**config.mk**
```make
export PLATFORM = sky130hd
export DESIGN_NAME = battery_voltage_monitor_core
export DESIGN_NICKNAME = d
export VERILOG_FILES = /design/src/hw/rtl/bvm_pkg.sv /design/src/hw/rtl/bvm_filter.sv /design/src/hw/rtl/bvm_average.sv /design/src/hw/rtl/bvm_classify.sv /design/src/hw/rtl/battery_voltage_monitor_core.sv
export SDC_FILE = /design/constraint.sdc
export NUM_CORES = 1
export LEC_CHECK = 0
export BUFFER_PORTS_ARGS = -buffer_cell sky130_fd_sc_hd__buf_2
export CORE_UTILIZATION = 45
export DETAILED_ROUTE_END_ITERATION = 10
export HOLD_SLACK_MARGIN = 0.02
export PLACE_DENSITY = 0.69
export SLEW_MARGIN = 20
export SYNTH_ARGS = -nofsm -noshare
export SYNTH_HDL_FRONTEND = slang
export SYNTH_SLANG_ARGS = --single-unit
```
**constraint.sdc**
```tcl
create_clock -name clk_i -period 20.6 [get_ports clk_i]
set_input_delay 3.09 -clock clk_i [delete_from_list [all_inputs] [get_ports clk_i]]
set_output_delay 3.09 -clock clk_i [all_outputs]
set_load 0.01 [all_outputs]
```
**src/hw/rtl/bvm_pkg.sv**
```systemverilog
package bvm_pkg;

  // Field widths
  localparam int unsigned MvW    = 13;
  localparam int unsigned StepW  = 10;
  localparam int unsigned LevelW = 7;

  // Default history depth
  localparam int unsigned HistoryLenDef = 5;

  // Reset value of the history and the smoothed voltage
  localparam logic [MvW-1:0] ResetMv = 13'd4200;

  // Configuration register reset values
  localparam logic [MvW-1:0]   FullMvRst   = 13'd4200;
  localparam logic [MvW-1:0]   NormalMvRst = 13'd3000;
  localparam logic [MvW-1:0]   LowMvRst    = 13'd2700;
  localparam logic [StepW-1:0] StepMvRst   = 10'd150;

  // Configuration register indexes
  localparam int unsigned CfgIdxW = 2;
  localparam logic [CfgIdxW-1:0] CfgFullMv   = 2'd0;
  localparam logic [CfgIdxW-1:0] CfgNormalMv = 2'd1;
  localparam logic [CfgIdxW-1:0] CfgLowMv    = 2'd2;
  localparam logic [CfgIdxW-1:0] CfgStepMv   = 2'd3;

  // IIR filter: smoothed = floor((9*prev + sample) / 10)
  localparam int unsigned IirW      = MvW + 4;      // holds 10 * 8191
  localparam int unsigned IirDiv    = 10;
  localparam int unsigned IirShift  = IirW + 4;     // exact reciprocal for IirW-bit values
  localparam int unsigned IirRecipW = IirShift - 3;
  localparam logic [IirRecipW-1:0] IirRecip =
    IirRecipW'(((1 << IirShift) + IirDiv - 1) / IirDiv);

  // Level steps above low_mv
  localparam int unsigned LevelSteps = 9;
  localparam int unsigned ThrW       = MvW + 2;     // low_mv + 9 * step_mv
  localparam logic [LevelW-1:0] LevelFull = 7'd100;
  localparam logic [LevelW-1:0] LevelZero = 7'd0;

  typedef struct packed {
    logic [MvW-1:0]   full_mv;
    logic [MvW-1:0]   normal_mv;
    logic [MvW-1:0]   low_mv;
    logic [StepW-1:0] step_mv;
  } cfg_t;

  typedef struct packed {
    logic [LevelW-1:0] level_percent;
    logic              status_changed;
    logic              battery_status;
    logic [MvW-1:0]    average_mv;
  } result_t;

endpackage

```
**src/hw/rtl/bvm_filter.sv**
```systemverilog
module bvm_filter #(
  parameter int unsigned HISTORY_LEN = bvm_pkg::HistoryLenDef
) (
  input  logic                     clk_i,
  input  logic                     rst_ni,
  input  logic                     load_i,
  input  logic [bvm_pkg::MvW-1:0]  sample_mv_i,
  output logic [bvm_pkg::MvW-1:0]  hist_o [HISTORY_LEN]
);

  logic [bvm_pkg::MvW-1:0] smoothed_q, smoothed_d;
  logic [bvm_pkg::MvW-1:0] hist_q [HISTORY_LEN];

  logic [bvm_pkg::IirW-1:0]                     acc;
  logic [bvm_pkg::IirW+bvm_pkg::IirRecipW-1:0]  prod;

  // 9*prev + sample, then divide by ten through the reciprocal
  always_comb begin
    acc = (bvm_pkg::IirW'(smoothed_q) << 3) + bvm_pkg::IirW'(smoothed_q)
        + bvm_pkg::IirW'(sample_mv_i);
    prod = (bvm_pkg::IirW+bvm_pkg::IirRecipW)'(acc)
         * (bvm_pkg::IirW+bvm_pkg::IirRecipW)'(bvm_pkg::IirRecip);
    smoothed_d = prod[bvm_pkg::IirShift +: bvm_pkg::MvW];
  end

  // Smoothed value and history shift on every accepted word
  always_ff @(posedge clk_i or negedge rst_ni) begin
    if (!rst_ni) begin
      smoothed_q <= bvm_pkg::ResetMv;
      for (int i = 0; i < HISTORY_LEN; i++) begin
        hist_q[i] <= bvm_pkg::ResetMv;
      end
    end else if (load_i) begin
      smoothed_q <= smoothed_d;
      for (int i = 0; i < HISTORY_LEN - 1; i++) begin
        hist_q[i] <= hist_q[i+1];
      end
      hist_q[HISTORY_LEN-1] <= smoothed_d;
    end
  end

  assign hist_o = hist_q;

endmodule

```
**src/hw/rtl/bvm_average.sv**
```systemverilog
module bvm_average #(
  parameter int unsigned HISTORY_LEN = bvm_pkg::HistoryLenDef
) (
  input  logic                     clk_i,
  input  logic                     load_i,
  input  logic [bvm_pkg::MvW-1:0]  hist_i [HISTORY_LEN],
  output logic [bvm_pkg::MvW-1:0]  average_mv_o
);

  localparam int unsigned SumW     = bvm_pkg::MvW + $clog2(HISTORY_LEN);
  localparam int unsigned DivShift = SumW + $clog2(HISTORY_LEN);
  localparam int unsigned RecipW   = DivShift;
  localparam logic [RecipW-1:0] Recip =
    RecipW'(((1 << DivShift) + HISTORY_LEN - 1) / HISTORY_LEN);
  localparam int unsigned ProdW    = SumW + RecipW;

  logic [SumW-1:0]         sum;
  logic [ProdW-1:0]        prod;
  logic [bvm_pkg::MvW-1:0] average_q, average_d;

  // Sum of the history, divided by the depth through the reciprocal
  always_comb begin
    sum = '0;
    for (int i = 0; i < HISTORY_LEN; i++) begin
      sum = sum + SumW'(hist_i[i]);
    end
    prod      = ProdW'(sum) * ProdW'(Recip);
    average_d = prod[DivShift +: bvm_pkg::MvW];
  end

  always_ff @(posedge clk_i) begin
    if (load_i) begin
      average_q <= average_d;
    end
  end

  assign average_mv_o = average_q;

endmodule

```
**src/hw/rtl/bvm_classify.sv**
```systemverilog
module bvm_classify (
  input  logic                     clk_i,
  input  logic                     rst_ni,
  input  logic                     load_i,
  input  logic [bvm_pkg::MvW-1:0]  average_mv_i,
  input  bvm_pkg::cfg_t            cfg_i,
  input  logic                     out_valid_i,
  output bvm_pkg::result_t         result_o
);

  logic                         status_q, status_d;
  bvm_pkg::result_t             result_q, result_d;
  logic [bvm_pkg::ThrW-1:0]     thr [1:bvm_pkg::LevelSteps];
  logic [bvm_pkg::LevelW-1:0]   level;

  // Hysteresis and level from the average
  always_comb begin
    status_d = status_q;
    if (average_mv_i > cfg_i.normal_mv) begin
      status_d = 1'b0;
    end else if (average_mv_i < cfg_i.low_mv) begin
      status_d = 1'b1;
    end

    for (int k = 1; k <= bvm_pkg::LevelSteps; k++) begin
      thr[k] = bvm_pkg::ThrW'(cfg_i.low_mv)
             + bvm_pkg::ThrW'(cfg_i.step_mv) * bvm_pkg::ThrW'(k);
    end

    // Thresholds rise with k: the last one met is the highest
    level = bvm_pkg::LevelZero;
    for (int k = 1; k <= bvm_pkg::LevelSteps; k++) begin
      if (bvm_pkg::ThrW'(average_mv_i) >= thr[k]) begin
        level = bvm_pkg::LevelW'(10 * k);
      end
    end
    if (average_mv_i >= cfg_i.full_mv) begin
      level = bvm_pkg::LevelFull;
    end else if (average_mv_i <= cfg_i.low_mv) begin
      level = bvm_pkg::LevelZero;
    end

    result_d.average_mv     = average_mv_i;
    result_d.battery_status = status_d;
    result_d.status_changed = status_d ^ status_q;
    result_d.level_percent  = level;
  end

  always_ff @(posedge clk_i or negedge rst_ni) begin
    if (!rst_ni) begin
      status_q <= 1'b0;
    end else if (load_i) begin
      status_q <= status_d;
    end
  end

  always_ff @(posedge clk_i) begin
    if (load_i) begin
      result_q <= result_d;
    end
  end

  assign result_o = result_q;

  // Held status matches the word waiting at the output
  a_status_match: assert property (@(posedge clk_i) disable iff (!rst_ni)
    out_valid_i |-> (status_q == result_q.battery_status))
    else $error("status register differs from output word");

  // Change flag compares against the status before the load
  a_changed: assert property (@(posedge clk_i) disable iff (!rst_ni)
    load_i |=> (result_q.status_changed == (result_q.battery_status ^ $past(status_q))))
    else $error("status_changed inconsistent with previous status");

  // Level is a multiple of ten up to one hundred
  a_level: assert property (@(posedge clk_i) disable iff (!rst_ni)
    out_valid_i |-> (result_q.level_percent == 7'd0 || result_q.level_percent == 7'd10 ||
                     result_q.level_percent == 7'd20 || result_q.level_percent == 7'd30 ||
                     result_q.level_percent == 7'd40 || result_q.level_percent == 7'd50 ||
                     result_q.level_percent == 7'd60 || result_q.level_percent == 7'd70 ||
                     result_q.level_percent == 7'd80 || result_q.level_percent == 7'd90 ||
                     result_q.level_percent == 7'd100))
    else $error("level_percent out of range");

endmodule

```
**src/hw/rtl/battery_voltage_monitor_core.sv**
```systemverilog
// Battery voltage monitor.
// Input stream (s_axis): one voltage sample word per transfer, sample_mv in
// tdata[12:0]. Output stream (m_axis): one result word per sample with the
// five-entry average, hysteresis status, change flag and charge level.
// Pipeline: filter/history stage, averaging stage, classify/output register.
// After its sample is accepted, the result word is registered in the averaging
// register, then in the output register; throughput is one word per cycle while
// m_axis_tready does not stall the output, set by the combinational IIR update (a
// shift-add and one reciprocal multiply) that closes the loop on the smoothed value.
// Each stage holds its word until the next stage is free, so the block
// keeps accepting samples while a result waits, until all three stages are
// full; a stalled receiver then deasserts s_axis_tready.
// Reset clears the pipeline, sets the smoothed value and every history entry to
// 4200 mV, the status to normal, and the thresholds to their defaults. The user
// writes thresholds through cfg_we_i/cfg_idx_i/cfg_data_i (0 full_mv, 1 normal_mv,
// 2 low_mv, 3 step_mv) only while the block is idle; the block does not enforce it.
module battery_voltage_monitor_core #(
  parameter int unsigned HISTORY_LEN = bvm_pkg::HistoryLenDef
) (
  input  logic                         clk_i,
  input  logic                         rst_ni,
  // Configuration write port
  input  logic                         cfg_we_i,
  input  logic [bvm_pkg::CfgIdxW-1:0]  cfg_idx_i,
  input  logic [bvm_pkg::MvW-1:0]      cfg_data_i,
  // Sample stream
  input  logic                         s_axis_tvalid,
  output logic                         s_axis_tready,
  input  logic [15:0]                  s_axis_tdata,  // [12:0] sample_mv
  // Result stream
  output logic                         m_axis_tvalid,
  input  logic                         m_axis_tready,
  // [12:0] average_mv, [13] battery_status, [14] status_changed,
  // [21:15] level_percent
  output logic [23:0]                  m_axis_tdata
);

  bvm_pkg::cfg_t           cfg_q;
  bvm_pkg::result_t        result;
  logic                    v1_q, v2_q, v3_q;
  logic                    rdy1, rdy2, rdy3;
  logic                    ld1, ld2, ld3;
  logic [bvm_pkg::MvW-1:0] hist [HISTORY_LEN];
  logic [bvm_pkg::MvW-1:0] average_mv;

  // Configuration registers
  always_ff @(posedge clk_i or negedge rst_ni) begin
    if (!rst_ni) begin
      cfg_q.full_mv   <= bvm_pkg::FullMvRst;
      cfg_q.normal_mv <= bvm_pkg::NormalMvRst;
      cfg_q.low_mv    <= bvm_pkg::LowMvRst;
      cfg_q.step_mv   <= bvm_pkg::StepMvRst;
    end else if (cfg_we_i) begin
      case (cfg_idx_i)
        bvm_pkg::CfgFullMv:   cfg_q.full_mv   <= cfg_data_i;
        bvm_pkg::CfgNormalMv: cfg_q.normal_mv <= cfg_data_i;
        bvm_pkg::CfgLowMv:    cfg_q.low_mv    <= cfg_data_i;
        bvm_pkg::CfgStepMv:   cfg_q.step_mv   <= cfg_data_i[bvm_pkg::StepW-1:0];
        default: ;
      endcase
    end
  end

  // Per-stage flow control: a stage loads when it is empty or draining
  assign rdy3 = !v3_q || m_axis_tready;
  assign rdy2 = !v2_q || rdy3;
  assign rdy1 = !v1_q || rdy2;
  assign ld1  = s_axis_tvalid && rdy1;
  assign ld2  = v1_q && rdy2;
  assign ld3  = v2_q && rdy3;

  always_ff @(posedge clk_i or negedge rst_ni) begin
    if (!rst_ni) begin
      v1_q <= 1'b0;
      v2_q <= 1'b0;
      v3_q <= 1'b0;
    end else begin
      if (rdy1) v1_q <= s_axis_tvalid;
      if (rdy2) v2_q <= v1_q;
      if (rdy3) v3_q <= v2_q;
    end
  end

  bvm_filter #(
    .HISTORY_LEN (HISTORY_LEN)
  ) u_filter (
    .clk_i       (clk_i),
    .rst_ni      (rst_ni),
    .load_i      (ld1),
    .sample_mv_i (s_axis_tdata[bvm_pkg::MvW-1:0]),
    .hist_o      (hist)
  );

  bvm_average #(
    .HISTORY_LEN (HISTORY_LEN)
  ) u_average (
    .clk_i        (clk_i),
    .load_i       (ld2),
    .hist_i       (hist),
    .average_mv_o (average_mv)
  );

  bvm_classify u_classify (
    .clk_i        (clk_i),
    .rst_ni       (rst_ni),
    .load_i       (ld3),
    .average_mv_i (average_mv),
    .cfg_i        (cfg_q),
    .out_valid_i  (v3_q),
    .result_o     (result)
  );

  assign s_axis_tready = rdy1;
  assign m_axis_tvalid = v3_q;
  assign m_axis_tdata  = {2'b00, result.level_percent, result.status_changed,
                          result.battery_status, result.average_mv};

endmodule
```
==> flow_summary.json <==
{
  "async_flop_share_pct": 77.6,
  "drc": 0,
  "ys_types": 81,
  "area_delta_synth_final_pct": 7.41,
  "antenna_found_initial": 0,
  "post-cts-setup-buffers": 0,
  "end_kind": "flop",
  "final_area_um2": 27400,
  "synth-seq-area-share_pct": 15.8,
  "avgSynthCellArea_um2": 9.60,
  "die_y_um": 240,
  "placed_cell_area_um2": 26800,
  "synth-edff-count": 34,
  "first_pass_iters": 5,
  "fp-row-count": 86,
  "synthTopCellsByArea": "ha_1, fa_1, dfrtp_1, inv_1, dfstp_2",
  "ioPinCount": 62,
  "cpMostUsedCell": "fa_1",
  "grt_pass1_vias": 19844,
  "nNetsFinal": 3592,
  "clockBufferDepth": 2,
  "netlist_area_um2": 25500,
  "final.period_utilization_pct": 53.9,
  "layout_common_cells": "ha_1, inv_1, fa_1, nand2_1, a21oi_1",
  "antenna_left": 0,
  "io_buffers": 55,
  "slew_headroom_pct": 25.2,
  "fmax_mhz": 90.0,
  "drive_above_1_share_pct": 7.72,
  "grt_pass1_wl_um": 102000,
  "die_x_um": 240,
  "wl_met3_um": 2450,
  "cts_tree": "done",
  "setup_viol_count_final": 0,
  "slowest_stage": "fa_1",
  "required_ps": 20800,
  "cp_top_family": "adder cells",
  "wl_met2_um": 32000,
  "maxSlewViolCount": 0,
  "insertion_delay_ps": 460,
  "dp_hpwl_um": 50400,
  "start_util_pct": 45.9,
  "wl_met1_um": 26500,
  "critPathMaxStageDelay_ps": 550,
  "hp-class": "flop to flop",
  "cts_hold_buf": 0,
  "cts.clk_slew.worst_paths_ps": 70,
  "startpoint_type": "flop",
  "synthCells": 2661,
  "die-area_um2": 57700,
  "cts_buffers": 17,
  "top_layer_used": "met4",
  "grt-ovfl-total": 0,
  "cts_htree_levels": 4,
  "ys_ff_latch": 152,
  "max-cap-violations": 0,
  "arrival_ps": 11320,
  "critical_path_class": "flop to flop",
  "crit_path_max_fanout": 5,
  "core-area_um2": 55600,
  "ys.flop_type": "dfrtp_1",
  "place.gp.congestion": 0.934,
  "drt-total-wl_um": 62600,
  "timing.setup.tns_ps": 0,
  "clock-sinks": 152,
  "min_period_ps": 11110,
  "via_per_inst": 5.42,
  "wire_per_inst_um": 17.9,
  "cts-resized-gates": 0,
  "track_usage_pct": 22.7,
  "first_iter_violations": 985,
  "num_vias": 18929,
  "crit_buf_inv": 6,
  "grt_setup_unrepaired": "false",
  "grt_max_degree": 81,
  "netlist.area_leader.share_pct": 27.6,
  "hold_viol_final": 0,
  "synth_warnings": 0,
  "status": "finished clean",
  "final_common_cell": "ha_1",
  "synth_top_area_cell": "ha_1",
  "tightestPinTransition_ps": 1120,
  "fin_skew_ps": 17.7,
  "cts-root-buf": "clkbuf_16"
}
## per-layer routing
layer | GRT usage (%) | vias up
li1 | - | 9106
met3 | 2.01 | 91
met2 | 41.4 | 408
met4 | 7.03 | 0
met1 | 28.0 | 9324
met5 | 0 | -
## path summary, 6_finish.rpt
| check | slack (ps) | from | end | depth (start not counted) |
|---|---|---|---|---|
| min in group asynchronous | 2610 | rst_ni | u_filter.hist_o[7]$_DFFE_PN0P_ | 1 |
| hold reg to reg | 450 | u_average.average_mv_o[0]$_DFFE_PP_ | u_classify.result_o[0]$_DFFE_PP_ | 0 |
| setup / recovery | 9490 | u_filter.hist_o[39]$_DFFE_PN0P_ | u_average.average_mv_o[12]$_DFFE_PP_ | 41 |
| setup reg to reg | 9490 | u_filter.hist_o[39]$_DFFE_PN0P_ | u_average.average_mv_o[12]$_DFFE_PP_ | 41 |
| hold / removal | 450 | u_average.average_mv_o[0]$_DFFE_PP_ | u_classify.result_o[0]$_DFFE_PP_ | 0 |
| max in group asynchronous | 16580 | rst_ni | cfg_q[35]$_DFFE_PN0P_ | 2 |
## cell usage after synthesis (5+ instances only)
master / count
a2111oi_0: 6
a211o_1: 5
a211oi_1: 17
a21boi_1: 5
a21o_1: 48
a21oi_1: 121
a31oi_1: 7
and2_1: 5
and3_1: 17
and4_1: 5
clkbuf_1: 16
dfrtp_1: 78
dfstp_2: 40
edfxtp_1: 34
fa_1: 260
ha_1: 564
inv_1: 510
mux2_2: 37
nand2_1: 187
nand2b_1: 23
nand3_1: 28
nand4_1: 15
nor2_1: 96
nor2b_1: 30
nor3_1: 36
o2111ai_1: 5
o211a_1: 5
o211ai_1: 5
o21a_1: 29
o21ai_0: 90
o21ai_1: 26
o21bai_1: 32
o31a_1: 6
o31ai_1: 9
o41ai_1: 7
or2_2: 9
or3_1: 11
xnor2_1: 100
xor2_1: 56
## metrics by stage
| step | utilization [%] | setup slack, ps | hold slack (ps) | cells |
|---|---|---|---|---|
| after floorplan | - | 10430 | 426 | 2663 |
| after global placement | 48.2 | 9490 | 439 | 3461 |
| after detailed placement | 48.2 | 9470 | 444 | 3461 |
| after CTS | 49.3 | 9500 | 451 | 3493 |
| after global routing | 49.3 | 9040 | 472 | 3493 |
| final | 49.3 | 9490 | 451 | 3494 |
## state kept, by name (all words and copies together) (netlist names)
signal and count:
v2_q 1, cfg_q 49, u_classify.status_q 1, u_filter.hist_o 65
m_axis_tvalid 1, u_average.average_mv_o 13, v1_q 1, u_classify.result_o 21
## final cells by class
cell class / count / area [um^2]
diodes: 1 / 2.50
clock buffers: 17 / 425
clock inverters: 15 / 205
fillers: 5103 / 28200
inverters: 511 / 1920
multi-input cells: 1979 / 19500
flip-flops and latches: 152 / 4020
well taps: 748 / 936
repair buffers: 71 / 398
## kinds of logic (layout without fill, tap and decap cells)
family / Yosys count / after routing / share of synthesized area (%)
AO/OA/AOI/OAI: 477 / 477 / 12.5
XOR/XNOR: 156 / 156 / 5.35
adder cells (fa/ha/maj): 824 / 824 / 48.0
buffers and inverters: 532 / 614 / 7.86
flip-flops: 152 / 152 / 15.8
multiplexers: 38 / 38 / 1.67
other: 1 / 4 / 0.0147
AND/OR/NAND/NOR: 481 / 481 / 8.85
Power is left out: the tool's default activity adds up to more than one toggle a clock period on the data nets, which glitch-free logic cannot reach.
